[config.mk]
export PLATFORM = sky130hd
export DESIGN_NAME = sync_frame_deframer_crc16
export DESIGN_NICKNAME = d
export VERILOG_FILES = /design/src/sv/sfd_pkg.sv /design/src/sv/sfd_parser.sv /design/src/sv/sync_frame_deframer_crc16.sv
export SDC_FILE = /design/constraint.sdc
export NUM_CORES = 1
export LEC_CHECK = 0
export BUFFER_PORTS_ARGS = -buffer_cell sky130_fd_sc_hd__buf_2
export CAP_MARGIN = 20
export CORE_MARGIN = 2
export CORE_UTILIZATION = 49
export CTS_CLUSTER_SIZE = 30
export DETAILED_ROUTE_END_ITERATION = 10
export PLACE_DENSITY = 0.71
export SYNTH_ARGS = -nofsm -noshare
export SYNTH_HDL_FRONTEND = slang
export SYNTH_SLANG_ARGS = --single-unit
export TNS_END_PERCENT = 20
[constraint.sdc]
create_clock -name clk -period 5.7 [get_ports clk]
set_clock_uncertainty 0.05 [all_clocks]
set_input_delay 0.285 -clock clk [delete_from_list [all_inputs] [get_ports clk]]
set_output_delay 0.285 -clock clk [all_outputs]
set_load 0.02 [all_outputs]
[src/sv/sfd_pkg.sv]
// Shared types, constants and the CRC-16/Modbus byte update for the frame deframer.
// Used by sfd_parser, sync_frame_deframer_crc16 and sfd_checker; depends on nothing else.
package sfd_pkg;

    // Frame markers and CRC settings
    localparam logic [7:0]  SYNC_FIRST  = 8'hAA;
    localparam logic [7:0]  SYNC_SECOND = 8'hBB;
    localparam logic [7:0]  END_MARK    = 8'hED;
    localparam logic [15:0] CRC_INIT    = 16'hFFFF;
    localparam logic [15:0] CRC_POLY    = 16'hA001;

    // Configuration register map
    localparam int          PADDR_W           = 3;
    localparam logic        REG_IDX_MAX_LEN   = 1'b0;
    localparam logic [15:0] MAX_LEN_RESET     = 16'd256;

    // Result kinds
    localparam logic KIND_PAYLOAD   = 1'b0;
    localparam logic KIND_FRAME_END = 1'b1;

    // Frame status codes
    typedef enum logic [1:0] {
        ST_OK        = 2'd0,
        ST_CRC_ERR   = 2'd1,
        ST_BAD_END   = 2'd2,
        ST_TOO_LONG  = 2'd3
    } sfd_status_t;

    // Parse phases, one-hot
    typedef enum logic [8:0] {
        PH_SYNC1   = 9'b000000001,
        PH_SYNC2   = 9'b000000010,
        PH_CMD     = 9'b000000100,
        PH_LENH    = 9'b000001000,
        PH_LENL    = 9'b000010000,
        PH_PAYLOAD = 9'b000100000,
        PH_CRCH    = 9'b001000000,
        PH_CRCL    = 9'b010000000,
        PH_END     = 9'b100000000
    } sfd_phase_t;

    // One result item
    typedef struct packed {
        logic        kind;
        logic [7:0]  payload_byte;
        sfd_status_t status;
        logic [7:0]  command;
        logic [15:0] length;
    } sfd_result_t;

    // Fold one byte into a reflected CRC-16 (eight shift steps)
    function automatic logic [15:0] crc16_byte(input logic [15:0] crc, input logic [7:0] b);
        logic [15:0] c;
        c = crc ^ {8'h00, b};
        for (int i = 0; i < 8; i++) begin
            if (c[0])
                c = (c >> 1) ^ CRC_POLY;
            else
                c = c >> 1;
        end
        return c;
    endfunction

endpackage

[src/sv/sfd_parser.sv]
// Frame parser state: phase, held header fields, payload count and running CRC.
// Depends on sfd_pkg; instantiated by sync_frame_deframer_crc16.
module sfd_parser (
    input  logic                clk,
    input  logic                rst_n,
    input  logic                step,
    input  logic [7:0]          step_byte,
    input  logic [15:0]         max_len,
    output logic                res_valid,
    output sfd_pkg::sfd_result_t res
);
    import sfd_pkg::*;

    sfd_phase_t  phase_reg, phase_next;
    logic [7:0]  cmd_reg, cmd_next;
    logic [15:0] len_reg, len_next;
    logic [15:0] count_reg, count_next;
    logic [15:0] crc_reg, crc_next;
    logic [15:0] rx_crc_reg, rx_crc_next;
    logic [15:0] crc_fed;
    logic [15:0] count_inc;
    logic [15:0] len_full;

    assign crc_fed   = crc16_byte(crc_reg, step_byte);
    assign count_inc = count_reg + 16'd1;
    assign len_full  = {len_reg[15:8], step_byte};

    // Next state and result for the byte at hand
    always_comb
    begin
        phase_next  = phase_reg;
        cmd_next    = cmd_reg;
        len_next    = len_reg;
        count_next  = count_reg;
        crc_next    = crc_reg;
        rx_crc_next = rx_crc_reg;
        res_valid   = 1'b0;
        res.kind         = KIND_PAYLOAD;
        res.payload_byte = 8'h00;
        res.status       = ST_OK;

        case (phase_reg)
            PH_SYNC2:
            begin
                if (step_byte == SYNC_SECOND)
                begin
                    crc_next   = crc_fed;
                    phase_next = PH_CMD;
                end
                else
                begin
                    phase_next = PH_SYNC1;
                end
            end
            PH_CMD:
            begin
                cmd_next   = step_byte;
                crc_next   = crc_fed;
                phase_next = PH_LENH;
            end
            PH_LENH:
            begin
                len_next   = {step_byte, 8'h00};
                crc_next   = crc_fed;
                phase_next = PH_LENL;
            end
            PH_LENL:
            begin
                len_next = len_full;
                crc_next = crc_fed;
                if (len_full > max_len)
                begin
                    res_valid  = 1'b1;
                    res.kind   = KIND_FRAME_END;
                    res.status = ST_TOO_LONG;
                    phase_next = PH_SYNC1;
                end
                else
                begin
                    count_next = 16'd0;
                    phase_next = (len_full != 16'd0) ? PH_PAYLOAD : PH_CRCH;
                end
            end
            PH_PAYLOAD:
            begin
                crc_next         = crc_fed;
                count_next       = count_inc;
                res_valid        = 1'b1;
                res.payload_byte = step_byte;
                if (count_inc >= len_reg)
                    phase_next = PH_CRCH;
            end
            PH_CRCH:
            begin
                rx_crc_next = {step_byte, 8'h00};
                phase_next  = PH_CRCL;
            end
            PH_CRCL:
            begin
                rx_crc_next = {rx_crc_reg[15:8], step_byte};
                phase_next  = PH_END;
            end
            PH_END:
            begin
                res_valid = 1'b1;
                res.kind  = KIND_FRAME_END;
                if (step_byte != END_MARK)
                    res.status = ST_BAD_END;
                else if (rx_crc_reg == crc_reg)
                    res.status = ST_OK;
                else
                    res.status = ST_CRC_ERR;
                phase_next = PH_SYNC1;
            end
            default:
            begin
                // Hunt for the first sync byte
                if (step_byte == SYNC_FIRST)
                begin
                    crc_next   = crc16_byte(CRC_INIT, step_byte);
                    phase_next = PH_SYNC2;
                end
                else
                begin
                    phase_next = PH_SYNC1;
                end
            end
        endcase

        res.command = cmd_reg;
        res.length  = len_next;
    end

    // Advance the parser on each processed byte
    always_ff @(posedge clk or negedge rst_n)
    begin
        if (!rst_n)
        begin
            phase_reg  <= PH_SYNC1;
            cmd_reg    <= 8'h00;
            len_reg    <= 16'h0000;
            count_reg  <= 16'h0000;
            crc_reg    <= CRC_INIT;
            rx_crc_reg <= 16'h0000;
        end
        else if (step)
        begin
            phase_reg  <= phase_next;
            cmd_reg    <= cmd_next;
            len_reg    <= len_next;
            count_reg  <= count_next;
            crc_reg    <= crc_next;
            rx_crc_reg <= rx_crc_next;
        end
    end

endmodule

[src/sv/sync_frame_deframer_crc16.sv]
// Top level of the sync frame deframer with CRC-16/Modbus check.
// Depends on sfd_pkg and sfd_parser.
//
// Usage:
//   Received bytes enter on data_byte with byte_valid/byte_ready. Results leave
//   on result_valid/result_ready: a payload item (result_kind 0) for every
//   payload byte, and a frame-end item (result_kind 1) with frame_status,
//   frame_command and frame_length when a frame closes or its length exceeds
//   max_payload_len. Frames whose second sync byte is wrong produce nothing.
//   max_payload_len sits at APB addr 0-3 (reset 256); write it only while idle.
// Timing:
//   A byte accepted into the input register is run through the parser and its
//   result is loaded into the result register. One byte per cycle is sustained
//   while result_ready stays high; a byte's CRC update is an eight-step shift
//   chain evaluated between the input register and the parser's CRC register.
// Reset and stalls:
//   Reset returns the parser to the hunt for the first sync byte and clears the
//   running CRC to 0xFFFF. When the receiver holds result_ready low, the result
//   register holds its item and one more byte waits in the input register;
//   after that byte_ready drops until the result is taken.
module sync_frame_deframer_crc16 (
    input  logic                        clk,
    input  logic                        rst_n,
    // APB configuration port
    input  logic                        psel,
    input  logic                        penable,
    input  logic                        pwrite,
    input  logic [sfd_pkg::PADDR_W-1:0] paddr,
    input  logic [31:0]                 pwdata,
    output logic [31:0]                 prdata,
    output logic                        pready,
    // Byte input
    input  logic                        byte_valid,
    output logic                        byte_ready,
    input  logic [7:0]                  data_byte,
    // Result output
    output logic                        result_valid,
    input  logic                        result_ready,
    output logic                        result_kind,
    output logic [7:0]                  payload_byte,
    output logic [1:0]                  frame_status,
    output logic [7:0]                  frame_command,
    output logic [15:0]                 frame_length
);
    import sfd_pkg::*;

    logic [15:0] max_len_reg;
    logic        in_valid_reg;
    logic [7:0]  in_byte_reg;
    logic        out_valid_reg;
    sfd_result_t out_reg;
    logic        advance;
    logic        step_valid;
    sfd_result_t step_res;
    logic        cfg_wr;

    // Configuration register
    assign pready = 1'b1;
    assign cfg_wr = psel && penable && pwrite;

    always_ff @(posedge clk or negedge rst_n)
    begin
        if (!rst_n)
            max_len_reg <= MAX_LEN_RESET;
        else if (cfg_wr && (paddr[PADDR_W-1] == REG_IDX_MAX_LEN))
            max_len_reg <= pwdata[15:0];
    end

    assign prdata = (paddr[PADDR_W-1] == REG_IDX_MAX_LEN) ? {16'h0000, max_len_reg} : 32'h0;

    // Move the held byte on when the result register can take its outcome
    assign advance    = in_valid_reg && (!out_valid_reg || result_ready);
    assign byte_ready = !in_valid_reg || advance;

    // Input register
    always_ff @(posedge clk or negedge rst_n)
    begin
        if (!rst_n)
            in_valid_reg <= 1'b0;
        else if (byte_ready)
            in_valid_reg <= byte_valid;
    end

    always_ff @(posedge clk)
    begin
        if (byte_valid && byte_ready)
            in_byte_reg <= data_byte;
    end

    sfd_parser u_parser (
        .clk       (clk),
        .rst_n     (rst_n),
        .step      (advance),
        .step_byte (in_byte_reg),
        .max_len   (max_len_reg),
        .res_valid (step_valid),
        .res       (step_res)
    );

    // Result register: load on advance, drop when taken
    always_ff @(posedge clk or negedge rst_n)
    begin
        if (!rst_n)
            out_valid_reg <= 1'b0;
        else if (advance)
            out_valid_reg <= step_valid;
        else if (result_ready)
            out_valid_reg <= 1'b0;
    end

    always_ff @(posedge clk)
    begin
        if (advance && step_valid)
            out_reg <= step_res;
    end

    assign result_valid  = out_valid_reg;
    assign result_kind   = out_reg.kind;
    assign payload_byte  = out_reg.payload_byte;
    assign frame_status  = out_reg.status;
    assign frame_command = out_reg.command;
    assign frame_length  = out_reg.length;

endmodule

After elaboration in Yosys (flattened, before gate mapping)
Index checks and enable logic that the tools add are counted.

word-level totals
  bits in registers = 142
  bits of input ports = 50

cells by class
  add/subtract/negate cells = 1
  $lt $le $gt $ge = 2
  equality and inequality tests = 15
  multiplexer cells = 53
  bitwise gates (word level) = 21
  reductions and logical operators = 25

operator list
  kind                                                 number
  two-way mux 16 bit                                   34
  case mux 16 bit (2 select lines)                     3
  case mux 9 bit (8 select lines)                      1
  NOT 2 -> 3 bit                                       16
  case mux 16 bit (3 select lines)                     1
  adder 16 x 1 -> 16 bit, second input constant        1
  equality test 16 bit                                 1
  equality test 8 bit, second input constant           2
  >= comparator 16 bit                                 1
  greater-than comparator 16 bit                       1
  NOT 8 -> 16 bit                                      1
  nonzero test 16 bit                                  1
  XOR 16 x 8 -> 16 bit                                 1
  two-way mux 7 bit                                    2
  equality test 9 x 2 -> 1 bit, second input constant  1
  equality test 9 x 3 -> 1 bit, second input constant  1
  equality test 9 x 4 -> 1 bit, second input constant  1
  equality test 9 x 5 -> 1 bit, second input constant  1
  equality test 9 x 6 -> 1 bit, second input constant  1
  equality test 9 x 7 -> 1 bit, second input constant  1
  equality test 9 x 8 -> 1 bit, second input constant  1
  equality test 9 bit, second input constant           1
  two-way mux 9 bit                                    1
  inequality test 8 bit, second input constant         1
  20 further kinds                                     41

Longest topological paths before layout
  depth in word-level cells = 33
  gate-level depth with buffers = 16
  depth with buffers taken out = 15

Cells and area by module
Synthesis repeated with hierarchy kept, for this count alone.

second synthesis, totals
  cell total of the unflattened synthesis = 727
  area, all modules = 8002.7 um2

by module, submodules not included
  module                     instances  cells each  area each (um2)
  sfd_parser                 1          604         5714.2
  sync_frame_deframer_crc16  1          123         2288.4

Worst setup path before layout
OpenSTA, ideal clock, no wires.

  path kind = flip-flop to flip-flop
  start point = reg in_byte_reg[0]
  end point = reg out_reg, in the netlist frame_command[0] (enable)
  library setup time = 0.439 ns
  arrival = 3.900 ns
  data required time = 5.211 ns
  setup slack = 1.311 ns
  stages on the path, launching flop included = 12
  path buffers = 1
  cells stage by stage = edfxtp_1 > clkbuf_1 > inv_1 > ha_1 > nor2b_1 > o21a_1 > o21a_1 > o21ai_0 > a2111oi_0 > o21ai_0 > and2_1 > a21oi_1

between the ends
  cells in the longest elaborated chain, start to end = 4

RTL lines
  what                             RTL line                          RTL
  start, declared                  sync_frame_deframer_crc16.sv:49   logic [7:0] in_byte_reg;
  start signal, assigned           sync_frame_deframer_crc16.sv:87   in_byte_reg <= data_byte;
  greater-than comparator 16 bit   sfd_parser.sv:71                  if (len_full > max_len)
  two-way mux 1 bit                sfd_parser.sv:71
  case mux 1 bit (2 select lines)  sfd_parser.sv:42                  case (phase_reg)
  logical AND 1 bit                sync_frame_deframer_crc16.sv:113  if (advance && step_valid)
  end signal, assigned             sync_frame_deframer_crc16.sv:114  out_reg <= step_res;
  end, declared                    sync_frame_deframer_crc16.sv:51   sfd_result_t out_reg;

Every way passes these cells.
A chain may end at the register's enable or synchronous reset.

Worst setup path in the final report
  start point = reg u_parser.count_reg[0]
  end point = reg u_parser.phase_reg[8]

between the ends
  cells in the longest elaborated chain, start to end = 4

RTL lines
  what                                             RTL line           RTL
  start, declared                                  sfd_parser.sv:17   logic [15:0] count_reg, count_next;
  start signal, assigned                           sfd_parser.sv:151  count_reg <= count_next;
  adder 16 x 1 -> 16 bit                           sfd_parser.sv:25   assign count_inc = count_reg + 16'd1;
  >= comparator 16 bit                             sfd_parser.sv:90   if (count_inc >= len_reg)
  inequality test 2 x 1 -> 1 bit (no source line)  -
  AND reduction 2 bit (no source line)             -
  end signal, assigned                             sfd_parser.sv:148  phase_reg <= phase_next;
  end, declared                                    sfd_parser.sv:14   sfd_phase_t phase_reg, phase_next;

Every way passes these cells.

==> flow_summary_export.csv <==
group,metric,value,unit
placed_design,gp_congestion,0.849,
power,switchingPower,0.700,mW
die,die_h,128,µm
run_status,outcome,"finished clean",
critical_path,critPathLaunchType,"flop",
routing,wire_per_inst,17.0,µm
power,p_total,2.70,mW
sta,rsz0062_at_grt,"false",
critical_path,end_kind,"flop",
cts,cts_sinks,142,
layout,layout-drive-gt1-share,0.199,
layout,multi_input_area,3430,µm²
grt,grt_max_degree,56,
layout,seqCellArea,3790,µm²
critical_path,cp_data_required_time,5.96,ns
synthesis,avgSynthCellArea,10.4,µm²
synthesis,synth.top_cell.area_share,0.268,
synthesis,synth_top_area_cell,"dfrtp_1",
power,power_density,307,nW/µm²
grt,antenna_found_initial,0,
synthesis,ys_ff_latch,142,
routing,wirelength,17300,µm
routing,routed_via_density,5.44,
sta,max_freq,258,MHz
cts,cts-buffers-inserted,17,
critical_path,path_max_fanout,9,
routing,drc,0,
sta,worst_slack,1.83,ns
power,p_sw_frac,0.259,
routing,routed-via-count,5540,
cts,path_clk_slew,0.05,ns
die,ioPinCount,120,
synthesis,ys_seq_area_frac,0.501,
power,ir_drop,0.226,mV
layout,num-nets-final,914,
sta,finalHoldViolations,0,
grt,grt-ovfl-total,0,
synthesis,netlist_top_cells_count,"81 x dfrtp_1, 72 x o21ai_0, 63 x nand2_1",
placed_design,placed_area,8100,µm²
layout,final_util,0.580,
die,fp.dieW,128,µm
synthesis,netlist_instances,731,
cts,clk_latency,0.43,ns
synthesis,synth_cell_types,52,
cts,clock-root-buffer,"clkbuf_16",
routing,drt-pass1-iter-count,5,
power,power.share.clock,0.396,
sta,setup-violations-final,0,
grt,grt_pass1_vias,5398,
sta,slew_headroom,0.321,
critical_path,path_class,"flop to flop",
placed_design,place_inst,977,
flow_run,drv_cap,0,
synthesis,syn_area,7570,µm²
power,internal_power,2.00,mW
grt,grt_pass1_wl,27900,µm
critical_path,slowest_stage,"nor2_1",
synthesis,yosysMostFrequentCell,"dfrtp_1",
sta,period_needed,3.87,ns
die,start_util,0.500,
sta,slew_viol_final,0,
critical_path,max_stage_delay,0.58,ns
placed_design,dp_hpwl,11900,µm
sta,hold_ws,0.0178,ns
layout,stdcell_area,8780,µm²
power,combPwrFrac,0.164,
cts,cts-htree-levels,4,
die,die_area,16500,µm²
placed_design,preCtsSetupSlack,1.46,ns
synthesis,ys.flop_type,"dfrtp_1",
min_path,hold_class,"primary input to flop",
critical_path,critPathBufInv,0,
sta,setup_tns,0,ns
synthesis,synth-async-reset-ratio,0.697,
critical_path,cp_top_family,"simple AND/OR/NAND/NOR gates",
placed_design,portBuffers,84,
critical_path,crit_arrival,4.13,ns
routing,antenna_left,0,
grt,track_usage,0.224,
cts,cts_tree,"yes",
layout,diodes,0,
cts,cts_resized,0,
layout,nFillCells,1292,
synthesis,ys_top_cells_by_area,"dfrtp_1 27%, edfxtp_1 17%, ha_1 7.6%",
critical_path,worstPathCellList,"ha_1, and3_1, nand3_1, nor2_1, and3_1, nand3_1, xnor2_1, ha_1, nand4_1, a211oi_1, a21oi_1, nor2_1, mux2_2",
routing,drt_iter0_markers,369,
die,core,15100,µm²
sta,min_period_over_period,0.679,
layout,instances_no_fill,1019,
power,p_leak,3.80,nW
die,rows,45,
cts,clk_path_buf_depth,2,
critical_path,ff2ff_setup_slack,1.83,ns
layout,area_growth,16.0,%
sta,tightest_slew,1.02,ns
synthesis,synth_edf_count,43,
synthesis,yosys_warnings,0,
power,power_frac_seq,0.439,
-- cell type report --
type	count	share of cell area
Sequential cell	142	0.432
Multi-Input combinational cell	511	0.390
Timing Repair Buffer	101	0.0671
Clock buffer	26	0.0581
Tap cell	188	0.0268
Inverter	45	0.0192
Clock inverter	6	0.00655
-- cells by family after synthesis --
logic type | after synthesis | share of synthesized area
simple gates | 214 | 0.130
compound gates | 142 | 0.115
flops | 142 | 0.501
buf+inv | 93 | 0.0555
xor+xnor | 64 | 0.0808
fa+ha+maj | 46 | 0.0760
mux | 28 | 0.0408
other cells | 2 | 0.000992
-- power by group through the flow --
stage | clock network [mW] | logic (mW) | registers [mW]
3_3_place_gp | 0 | 0.431 | 1.20
6_report | 1.07 | 0.444 | 1.19
4_1_cts | 1.08 | 0.448 | 1.19
3_5_place_dp | 0 | 0.440 | 1.20
5_1_grt | 1.13 | 0.494 | 1.20
2_1_floorplan | 0 | 0.355 | 1.18
-- path summary, 6_finish.rpt --
check                                            from                endpoint  cells after the start
worst max-delay path            u_parser.count_reg[0]   u_parser.phase_reg[8]                     13
worst min-delay path                       byte_valid            in_valid_reg                      2
worst max register to register  u_parser.count_reg[0]   u_parser.phase_reg[8]                     13
worst min register to register    u_parser.cmd_reg[6]        frame_command[6]                      0
max in group asynchronous                       rst_n   u_parser.count_reg[9]                      3
min in group asynchronous                       rst_n  u_parser.rx_crc_reg[8]                      2
-- routing by layer --
| layer | up-vias | part of all wire | global-route usage |
|---|---|---|---|
| li1 | 2691 | - | - |
| met1 | 2665 | 0.46 | 0.291 |
| met2 | 149 | 0.48 | 0.360 |
| met3 | 35 | 0.043 | 0.0476 |
| met4 | 0 | 0.025 | 0.105 |
| met5 | - | 0 | 0 |
-- timing repair --
action                                 in CTS  in global routing
endpoints found under the hold margin      43                  0
setup endpoints to repair                   0                  0
setup buffers                               0                  0
hold buffers                                9                  0
-- layout by cell type, fill, tap and decap left out, types with 19 or more instances in the layout --
master    synthesis  final
buf_2             0     83
dfrtp_1          81     81
o21ai_0          72     72
nand2_1          63     63
nor2_1           62     62
xnor2_1          47     47
ha_1             46     46
inv_1            44     44
edfxtp_1         43     43
nand3_1          27     27
mux2_2           23     23
nand4_1          19     19
No activity file was read; power rests on OpenSTA's default activity.
